### src/bfld_pkg.sv
// ----------------------------------------------------------------------------
// bfld_pkg
// Shared types, sizes and helpers for the byte FIFO with line detection.
// ----------------------------------------------------------------------------
package bfld_pkg;

    localparam int DEPTH = 256;
    localparam int PTR_W = (DEPTH > 2) ? $clog2(DEPTH) : 1;
    localparam int SAT_W = (PTR_W > 8) ? PTR_W : 8;

    localparam logic [7:0] CHAR_CR    = 8'h0D;
    localparam logic [7:0] CHAR_LF    = 8'h0A;
    localparam logic [7:0] CHAR_QMARK = 8'h3F;
    localparam logic [7:0] EMPTY_BYTE = 8'hFF;

    typedef logic [PTR_W-1:0] t_ptr;

    typedef enum logic [1:0] {
        OP_PUSH   = 2'd0,
        OP_POP    = 2'd1,
        OP_STATUS = 2'd2,
        OP_SPARE  = 2'd3
    } t_op;

    typedef enum logic [1:0] {
        ST_OK      = 2'd0,
        ST_DROPPED = 2'd1,
        ST_REFUSED = 2'd2,
        ST_EMPTY   = 2'd3
    } t_status;

    function automatic t_ptr next_ptr(input t_ptr p);
        next_ptr = (p == t_ptr'(DEPTH - 1)) ? '0 : t_ptr'(p + t_ptr'(1));
    endfunction

    function automatic logic is_eol(input logic [7:0] c);
        is_eol = (c == CHAR_CR) || (c == CHAR_LF) || (c == CHAR_QMARK);
    endfunction

endpackage

### src/byte_fifo_with_line_detect_unit.sv
// ----------------------------------------------------------------------------
// byte_fifo_with_line_detect_unit
// Byte ring buffer held in RAM with drop counting and end-of-line tracking.
// ----------------------------------------------------------------------------
// Channel  Dir  tdata (low bit up)                          tuser
// s_axis   in   data_in[7:0], block[8], zero pad to 16      op[1:0]
// m_axis   out  read_data[7:0], fill_count[15:8],           status[1:0]
//               has_char[16], has_line[17],
//               dropped_total[49:18], zero pad to 56
//
// Push, status, spare and pop-on-empty register the result from idle; a
// pop of a held byte first waits in S_READ for the RAM's registered data.
// One transaction is in flight at a time; the output register frees the
// input side as soon as the result is taken or in the same cycle.
// Reset clears pointers, fill, end-of-line and drop counters; ring RAM
// contents are not cleared. A stalled m_axis holds the result and s_axis.
// ----------------------------------------------------------------------------
module byte_fifo_with_line_detect_unit (
    input  logic        i_clk,
    input  logic        i_rst_n,
    input  logic        s_axis_tvalid,
    output logic        s_axis_tready,
    input  logic [15:0] s_axis_tdata,   // data_in[7:0], block[8]
    input  logic [1:0]  s_axis_tuser,   // op[1:0]
    output logic        m_axis_tvalid,
    input  logic        m_axis_tready,
    output logic [55:0] m_axis_tdata,   // read_data, fill_count, has_char, has_line, dropped_total
    output logic [1:0]  m_axis_tuser    // status[1:0]
);

    typedef enum logic {
        S_IDLE,
        S_READ
    } t_state;

    t_state            r_state, n_state;
    bfld_pkg::t_ptr    r_wp, n_wp;
    bfld_pkg::t_ptr    r_rp, n_rp;
    bfld_pkg::t_ptr    r_fill, n_fill;
    bfld_pkg::t_ptr    r_eol, n_eol;
    logic [31:0]       r_drop, n_drop;
    logic              r_m_valid, n_m_valid;
    bfld_pkg::t_status r_status, n_status;
    logic [7:0]        r_read_data, n_read_data;
    logic [7:0]        r_fill_out, n_fill_out;
    logic              r_has_char, n_has_char;
    logic              r_has_line, n_has_line;
    logic [31:0]       r_drop_out, n_drop_out;

    logic                 accept;
    bfld_pkg::t_op        in_op;
    logic [7:0]           in_data;
    logic                 in_block;
    logic                 full;
    logic                 empty;
    logic                 ram_we;
    logic                 ram_re;
    logic [7:0]           ram_rdata;
    logic                 produce;
    logic [bfld_pkg::SAT_W-1:0] fill_ext;

    assign in_op    = bfld_pkg::t_op'(s_axis_tuser);
    assign in_data  = s_axis_tdata[7:0];
    assign in_block = s_axis_tdata[8];

    assign s_axis_tready = (r_state == S_IDLE) && (!r_m_valid || m_axis_tready);
    assign accept        = s_axis_tvalid && s_axis_tready;

    assign full  = (r_fill == bfld_pkg::t_ptr'(bfld_pkg::DEPTH - 1));
    assign empty = (r_fill == '0);

    assign ram_we = accept && (in_op == bfld_pkg::OP_PUSH) && !full;
    assign ram_re = accept && (in_op == bfld_pkg::OP_POP) && !empty;

    bfld_ram #(
        .P_WIDTH (8),
        .P_DEPTH (bfld_pkg::DEPTH)
    ) u_ring (
        .i_clk   (i_clk),
        .i_we    (ram_we),
        .i_waddr (r_wp),
        .i_wdata (in_data),
        .i_re    (ram_re),
        .i_raddr (r_rp),
        .o_rdata (ram_rdata)
    );

    always_comb begin
        n_state     = r_state;
        n_wp        = r_wp;
        n_rp        = r_rp;
        n_fill      = r_fill;
        n_eol       = r_eol;
        n_drop      = r_drop;
        n_m_valid   = r_m_valid && !m_axis_tready;
        n_status    = bfld_pkg::ST_OK;
        n_read_data = '0;
        produce     = 1'b0;

        unique case (r_state)
            S_IDLE: begin
                if (accept) begin
                    unique case (in_op)
                        bfld_pkg::OP_PUSH: begin
                            produce = 1'b1;
                            if (full) begin
                                if (in_block) begin
                                    n_status = bfld_pkg::ST_REFUSED;
                                end else begin
                                    n_status = bfld_pkg::ST_DROPPED;
                                    n_drop   = r_drop + 32'd1;
                                end
                            end else begin
                                n_wp   = bfld_pkg::next_ptr(r_wp);
                                n_fill = r_fill + bfld_pkg::t_ptr'(1);
                                if (bfld_pkg::is_eol(in_data)) begin
                                    n_eol = r_eol + bfld_pkg::t_ptr'(1);
                                end
                            end
                        end
                        bfld_pkg::OP_POP: begin
                            if (empty) begin
                                produce     = 1'b1;
                                n_status    = bfld_pkg::ST_EMPTY;
                                n_read_data = bfld_pkg::EMPTY_BYTE;
                            end else begin
                                n_rp    = bfld_pkg::next_ptr(r_rp);
                                n_fill  = r_fill - bfld_pkg::t_ptr'(1);
                                n_state = S_READ;
                            end
                        end
                        default: begin
                            produce = 1'b1;
                        end
                    endcase
                end
            end
            S_READ: begin
                produce     = 1'b1;
                n_read_data = ram_rdata;
                n_state     = S_IDLE;
                if (bfld_pkg::is_eol(ram_rdata) && (r_eol != '0)) begin
                    n_eol = r_eol - bfld_pkg::t_ptr'(1);
                end
            end
            default: begin
                n_state = S_IDLE;
            end
        endcase

        fill_ext   = bfld_pkg::SAT_W'(n_fill);
        n_fill_out = (fill_ext > bfld_pkg::SAT_W'(255)) ? 8'hFF : fill_ext[7:0];
        n_has_char = (n_fill != '0);
        n_has_line = (n_eol != '0);
        n_drop_out = n_drop;
        if (produce) begin
            n_m_valid = 1'b1;
        end
    end

    always_ff @(posedge i_clk) begin
        if (!i_rst_n) begin
            r_state   <= S_IDLE;
            r_wp      <= '0;
            r_rp      <= '0;
            r_fill    <= '0;
            r_eol     <= '0;
            r_drop    <= '0;
            r_m_valid <= 1'b0;
        end else begin
            r_state   <= n_state;
            r_wp      <= n_wp;
            r_rp      <= n_rp;
            r_fill    <= n_fill;
            r_eol     <= n_eol;
            r_drop    <= n_drop;
            r_m_valid <= n_m_valid;
        end
        if (produce) begin
            r_status    <= n_status;
            r_read_data <= n_read_data;
            r_fill_out  <= n_fill_out;
            r_has_char  <= n_has_char;
            r_has_line  <= n_has_line;
            r_drop_out  <= n_drop_out;
        end
    end

    assign m_axis_tvalid = r_m_valid;
    assign m_axis_tuser  = r_status;
    assign m_axis_tdata  = {6'd0, r_drop_out, r_has_line, r_has_char, r_fill_out, r_read_data};

`ifndef SYNTH
    logic [bfld_pkg::PTR_W:0] ptr_span;
    assign ptr_span = (r_wp >= r_rp)
                    ? ({1'b0, r_wp} - {1'b0, r_rp})
                    : ({1'b0, r_wp} + (bfld_pkg::PTR_W+1)'(bfld_pkg::DEPTH) - {1'b0, r_rp});

    a_fill_matches_ptrs: assert property (@(posedge i_clk) disable iff (!i_rst_n)
        ptr_span == {1'b0, r_fill})
        else $error("fill count disagrees with pointers");

    a_fill_bound: assert property (@(posedge i_clk) disable iff (!i_rst_n)
        r_fill <= bfld_pkg::t_ptr'(bfld_pkg::DEPTH - 1))
        else $error("fill count beyond usable depth");

    a_eol_bound: assert property (@(posedge i_clk) disable iff (!i_rst_n)
        (r_state == S_IDLE) |-> (r_eol <= r_fill))
        else $error("end-of-line count exceeds fill");

    a_pop_read: assert property (@(posedge i_clk) disable iff (!i_rst_n)
        ram_re |=> (r_state == S_READ) && !r_m_valid)
        else $error("pop did not enter read with free output");
`endif

endmodule

### src/bfld_ram.sv
// ----------------------------------------------------------------------------
// bfld_ram
// Simple dual-port RAM: one write port, one read port with registered data.
// ----------------------------------------------------------------------------
module bfld_ram #(
    parameter int P_WIDTH = 8,
    parameter int P_DEPTH = 256
) (
    input  logic                                          i_clk,
    input  logic                                          i_we,
    input  logic [((P_DEPTH > 2) ? $clog2(P_DEPTH) : 1)-1:0] i_waddr,
    input  logic [P_WIDTH-1:0]                            i_wdata,
    input  logic                                          i_re,
    input  logic [((P_DEPTH > 2) ? $clog2(P_DEPTH) : 1)-1:0] i_raddr,
    output logic [P_WIDTH-1:0]                            o_rdata
);

    logic [P_WIDTH-1:0] r_mem [P_DEPTH];
    logic [P_WIDTH-1:0] r_rdata;

    always_ff @(posedge i_clk) begin
        if (i_we) begin
            r_mem[i_waddr] <= i_wdata;
        end
        if (i_re) begin
            r_rdata <= r_mem[i_raddr];
        end
    end

    assign o_rdata = r_rdata;

endmodule
### config.mk
export PLATFORM = sky130hd
export DESIGN_NAME = byte_fifo_with_line_detect_unit
export DESIGN_NICKNAME = d
export VERILOG_FILES = /design/src/bfld_pkg.sv /design/src/byte_fifo_with_line_detect_unit.sv /design/src/bfld_ram.sv
export SDC_FILE = /design/constraint.sdc
export NUM_CORES = 2
export LEC_CHECK = 0
export ABC_AREA = 1
export BUFFER_PORTS_ARGS = -buffer_cell sky130_fd_sc_hd__buf_2
export CORE_MARGIN = 8
export CORE_UTILIZATION = 40
export CTS_CLUSTER_DIAMETER = 120
export DETAILED_ROUTE_END_ITERATION = 8
export PLACE_DENSITY = 0.61
export SLEW_MARGIN = 20
export SYNTH_ARGS = -nofsm -noshare
export SYNTH_HDL_FRONTEND = slang
export SYNTH_SLANG_ARGS = --single-unit
### constraint.sdc
create_clock -name i_clk -period 7.2 [get_ports i_clk]
set_input_delay 2.16 -clock i_clk [delete_from_list [all_inputs] [get_ports i_clk]]
set_output_delay 2.16 -clock i_clk [all_outputs]
set_load 0.01 [all_outputs]
# Yosys cells after proc, flatten, opt, wreduce, memory -nomap -nowiden
# Memories as Yosys holds them, arrays and structs flattened. A register that Yosys moved wholly into a read port is not among the register bits.
# Cells that the tools add are included.
# classes
bitwise_logic	4
eq_ne	10
mux	37
reduce_logical	25
order_cmp	1
add_sub_neg	7
# op_table
cell	n
$mux W32	5
$mux W8	14
$pmux W8 S2	3
$add A32 B1 Y32 const B	1
$add A8 B1 Y8 const B	4
$eq A8 B4 Y1 const B	4
$eq A8 B8 Y1 const B	3
$reduce_bool A8 Y1	3
$eq A8 B6 Y1 const B	2
$sub A8 B1 Y8 const B	2
$mux W1	9
$gt A8 B8 Y1 const B	1
$logic_and A1 B1 Y1	8
$logic_not A8 Y1	1
$reduce_and A4 Y1	2
$mux W2	3
$logic_or A1 B1 Y1	5
$logic_not A1 Y1	4
$not A1 Y1	4
$pmux W1 S2	2
$pmux W2 S2	1
$eq A2 B1 Y1 const B	1
$logic_not A2 Y1	1
$reduce_or A2 Y1	1
# totals
word_cells	98
mem_count	1
inputBits	22
mem_bits_rw	2048
register_bits	118
out_inout_bits	60
# mem_list
memory	words	word_bits	rd	rd_clocked_by_memory_dff	write_ports	line_no	source
u_ring.r_mem	256	8	1	1	1	bfld_ram.sv:18	logic [P_WIDTH-1:0] r_mem [P_DEPTH];

# Depth between registers and ports, before layout
# logic_depth
word_depth	9
mapped_depth	19
ltp_nobuf	17

# Modules after synthesis
# From an unflattened synthesis, not the netlist that was laid out.
# hier_totals
hier_cells	7770
hier_area_um2	89403.2
# modules_own_cells
module	seq_area_each_um2	n_inst	area_each_um2	cells_each
bfld_ram	61739.2	1	83476.3	7003
byte_fifo_with_line_detect_unit	2882.8	1	5926.9	767

# Worst setup path after synthesis
# OpenSTA, ideal clock, no wires.
# synth_timing
path_type	input to register
startpoint	in s_axis_tuser[1]
endpoint	reg r_status[0], in the netlist m_axis_tuser[0] (enable)
required_ps	6665
setup_time_ps	535
slack_ps	458
cell_stages	6
t_arrival_ps	6206
path_buffers	0
cell_sequence	inv_1 -> nand2_1 -> inv_1 -> nand2_1 -> inv_1 -> o21ai_0
# synth_via
elab_chain_cells	4
# synth_rtl
element	line_no	source
from (decl)	byte_fifo_with_line_detect_unit.sv:24	input logic [1:0] s_axis_tuser,
$eq A2 B1 Y1	byte_fifo_with_line_detect_unit.sv:103	unique case (in_op)
$mux W1	byte_fifo_with_line_detect_unit.sv:103	
$mux W1	byte_fifo_with_line_detect_unit.sv:102	if (accept) begin
$pmux W1 S2	byte_fifo_with_line_detect_unit.sv:100	unique case (r_state)
named net produce	byte_fifo_with_line_detect_unit.sv:59	logic produce;
to (signal assigned)	byte_fifo_with_line_detect_unit.sv:180	r_status <= n_status;
to (decl)	byte_fifo_with_line_detect_unit.sv:43	bfld_pkg::t_status r_status, n_status;
# The timed path passes the listed nets, and every way through them passes these cells.
# A chain may end at the register's enable or synchronous reset.

# Final worst setup path
# layout_timing
startpoint	in m_axis_tready
endpoint	mem u_ring.r_mem[237][5] (enable)
# layout_via
elab_chain_cells	7
# layout_rtl
element	line_no	source
from (decl)	byte_fifo_with_line_detect_unit.sv:26	input logic m_axis_tready,
$logic_or A1 B1 Y1	byte_fifo_with_line_detect_unit.sv:66	assign s_axis_tready = (r_state == S_IDLE) && (!r_m_valid || m_axis_tready);
$logic_and A1 B1 Y1	byte_fifo_with_line_detect_unit.sv:66	
$logic_and A1 B1 Y1	byte_fifo_with_line_detect_unit.sv:67	assign accept = s_axis_tvalid && s_axis_tready;
$logic_and A1 B1 Y1 (2 in a row)	byte_fifo_with_line_detect_unit.sv:72	assign ram_we = accept && (in_op == bfld_pkg::OP_PUSH) && !full;
$mux W1	bfld_ram.sv:22	if (i_we) begin
$mux W1 (implied by the code)	bfld_ram.sv:23	r_mem[i_waddr] <= i_wdata;
to (decl)	bfld_ram.sv:18	
# No other way between the ends.

==> results.sh <==
export IMPL_slew_violations=0
export IMPL_pwr_share_seq_pct=52.6
export IMPL_hold_slack_ns=0.516
export IMPL_ys_ff_latch=2174
export IMPL_routedWlPerCell_um=21.0
export IMPL_holdBufCountCts=0
export IMPL_setup_tns_ns=0
export IMPL_yosysWarnings=0
export IMPL_arrival_ns=5.50
export IMPL_period_needed_ns=5.04
export IMPL_netlist_instances=8690
export IMPL_antenna_left=0
export IMPL_ctsRootBufferMaster="clkbuf_16"
export IMPL_vias=61300
export IMPL_path_clk_slew_ns=0.06
export IMPL_drt_iter0_drc=5890
export IMPL_synth_mux_area_share_pct=0
export IMPL_wl_met2_um=115000
export IMPL_coreArea_um2=229000
export IMPL_crit_path_top_delay_cell="nand2_2"
export IMPL_drv_cap=0
export IMPL_die_w_um=496
export IMPL_rsz0062_at_grt="false"
export IMPL_die_area_um2=246000
export IMPL_synth_fa_ha_area_share_pct=0.149
export IMPL_worst_pin_slew_ns=1.18
export IMPL_fin_util_pct=44.5
export IMPL_postCtsSetupRepairBufs=0
export IMPL_track_usage_pct=19.6
export IMPL_clockBufferDepth=3
export IMPL_fin_crit_sh_pct=70.0
export IMPL_stdcell_count=11800
export IMPL_avgSynthCellArea_um2=10.6
export IMPL_critical_path_class="in -> reg"
export IMPL_vias_per_cell=5.20
export IMPL_p_clk_share_pct=42.4
export IMPL_holdPathStages=2
export IMPL_cts_tree="yes"
export IMPL_met1Wirelength_um=106000
export IMPL_synth_compound_area_share_pct=4.25
export IMPL_die_height_um=496
export IMPL_overflow=0
export IMPL_synthSimpleGateAreaFrac_pct=19.8
export IMPL_io_buffers=68
export IMPL_dr_pass1_iters=6
export IMPL_sw_frac_of_total_pct=22.2
export IMPL_grt_max_degree=235
export IMPL_ioPinCount=82
export IMPL_drc=0
export IMPL_highest_layer="met4"
export IMPL_path_cells="buf_2 > inv_1 > nand2_1 > nand3_2 > nor2_2 > nand2_1 > nor2_1 > nand2_2 > buf_4 > nor2_1"
export IMPL_irDropWorstVdd_mv=0.204
export IMPL_synth_top_flop_cell="edfxtp_1"
export IMPL_powerDensity_nw_per_um2=260
export IMPL_max_clock_freq_mhz=198
export IMPL_p_comb_share_pct=5.0
export IMPL_cts_max_level=4
export IMPL_async_flop_share_pct=0
export IMPL_syn2layout_area_growth_pct=10.8
export IMPL_place_gp_congestion=0.868
export IMPL_finClkSkew_ns=0.0505
export IMPL_start_kind="primary input"
export IMPL_cts_resized=0
export IMPL_wirelength_um=247000
export IMPL_grt_pass1_vias=59500
export IMPL_crit_fanout=14
export IMPL_core_rowCount=176
export IMPL_hold_viol=0
export IMPL_drive_above_1_share_pct=6.21
export IMPL_status="finished clean"
export IMPL_dp_cells=11400
export IMPL_start_util_pct=40.1
export IMPL_synth_distinct_cells=47
export IMPL_intPower_w=0.0206
export IMPL_grt_pass1_wl_um=367000
export IMPL_wl_met3_um=18100
export IMPL_ff2ff_path_depth=8
export IMPL_netlist_area_um2=92100
export IMPL_relSlewSlack_pct=21.6
export IMPL_synth_edf_count=2108
export IMPL_yosys_area_share_xor_xnor_pct=0.152
export IMPL_clock_sinks=2174
export IMPL_crit_path_max_incr_delay_ns=0.73
export IMPL_setup_viol=0
export IMPL_fin_nets=8614
export IMPL_yosysSeqAreaShare_pct=70.2
export IMPL_endpoint_kind="flop"
export IMPL_p_switching_w=0.00589
export IMPL_place_hpwl_um=141000
export IMPL_p_leak_nw=38.4
export IMPL_insertion_delay_ns=0.87
export IMPL_antenna_found_initial=4
export IMPL_synth_top_family_by_area="simple AND/OR/NAND/NOR gates"
export IMPL_numCtsBuffers=211
export IMPL_critPathRequiredTime_ns=7.66
export IMPL_worst_hold_path_type="reg -> reg"
## per-stage QoR
stage | setup WS (ns) | total power [W] | area, µm²
finish | 2.16 | 0.0265 | 102000
global route | 2.07 | 0.0272 | 102000
CTS | 2.24 | 0.0267 | 102000
detailed placement | 1.32 | 0.0155 | 94900
global placement | 1.42 | 0.0155 | 94900
floorplan | 0.458 | 0.0149 | 92100
## layer usage
layer  vias up  GRT usage (%)
met5         -              0
met4         0           6.87
met3       411           3.04
met2      2370           31.5
met1     29700           27.0
li1      28700              -
## layout by cell type (no fill, tap or decap), drive strengths merged, types with 56 or more instances in the layout
master	Yosys	layout
nand2	2389	2389
edfxtp	2108	2108
nor2	1298	1298
nand3	750	750
inv	734	740
o21ai	563	563
clkbuf	166	249
buf	311	150
a21oi	115	115
clkinv	4	106
dfxtp	66	66
o211ai	56	56
## registers in the layout, indices dropped and copies added (netlist names)
| register | cells |
|---|---|
| r_fill | 8 |
| r_rp | 8 |
| r_fill_out | 8 |
| m_axis_tuser | 2 |
| r_has_line | 1 |
| r_has_char | 1 |
| u_ring.r_mem | 2048 |
| u_ring.o_rdata | 8 |
| r_drop | 32 |
| r_state | 1 |
| r_drop_out | 32 |
| m_axis_tvalid | 1 |
| r_read_data | 8 |
| r_wp | 8 |
| r_eol | 8 |
## cells by family after synthesis
group | Yosys count
simple gates | 4525
flops | 2174
xor+xnor | 16
other cells | 1
buf+inv | 1215
fa+ha+maj | 11
compound gates | 748
## power groups by stage
stage                     Sequential (W)  Clock [W]  Combinational (W)
after floorplan                   0.0142          0           0.000727
after detailed placement          0.0142          0            0.00131
final                             0.0139     0.0112            0.00131
after CTS                         0.0139     0.0114            0.00132
after global routing              0.0139     0.0118            0.00145
after global placement            0.0142          0            0.00131
## cells in the mapped netlist (4+ instances only)
| cell | instances | area share (%) |
|---|---|---|
| nand3_1 | 746 | 4.1 |
| buf_4 | 40 | 0.33 |
| edfxtp_1 | 2108 | 69 |
| nand3_2 | 4 | 0.043 |
| nor3_1 | 14 | 0.076 |
| nand2_2 | 4 | 0.027 |
| nor2_1 | 1291 | 5.3 |
| inv_2 | 5 | 0.020 |
| or2_2 | 31 | 0.21 |
| o21ai_1 | 4 | 0.022 |
| o22ai_1 | 4 | 0.027 |
| ha_1 | 11 | 0.15 |
| dfxtp_1 | 66 | 1.4 |
| nand3b_1 | 4 | 0.033 |
| buf_2 | 228 | 1.2 |
| clkbuf_1 | 166 | 0.68 |
| nand4_1 | 21 | 0.14 |
| inv_1 | 729 | 3.0 |
| xor2_1 | 14 | 0.13 |
| o21ai_0 | 559 | 3.0 |
| nand2_1 | 2384 | 9.7 |
| nor4_1 | 7 | 0.048 |
| buf_1 | 42 | 0.17 |
| a21oi_1 | 115 | 0.63 |
| o211ai_1 | 56 | 0.46 |
| clkinv_1 | 4 | 0.016 |
## final timing paths
path | from | end | slack [ns]
max reg2reg | r_state$_SDFF_PP0_ | u_ring.r_mem[237][5]$_DFFE_PP_ | 2.68
min | r_drop[16]$_SDFF_PN0_ | r_drop[16]$_SDFF_PN0_ | 0.52
max | m_axis_tready | u_ring.r_mem[237][5]$_DFFE_PP_ | 2.16
min reg2reg | r_drop[16]$_SDFF_PN0_ | r_drop[16]$_SDFF_PN0_ | 0.52
## critical path: cells and delay by family
kind | cells | cell delay (ns)
buffers and inverters | 3 | 0.60
AND/OR/NAND/NOR | 7 | 2.68
## final cells by class
type,count,area [µm²]
timing repair buffer,150,1200
multi-input combinational,5306,22500
fill,21300,127000
antenna,1,2.50
inverter,738,2790
tap,3026,3790
clock inverter,142,1520
clock buffer,249,5580
sequential,2174,64600
Note: power is estimated with default switching activity, not from simulation.
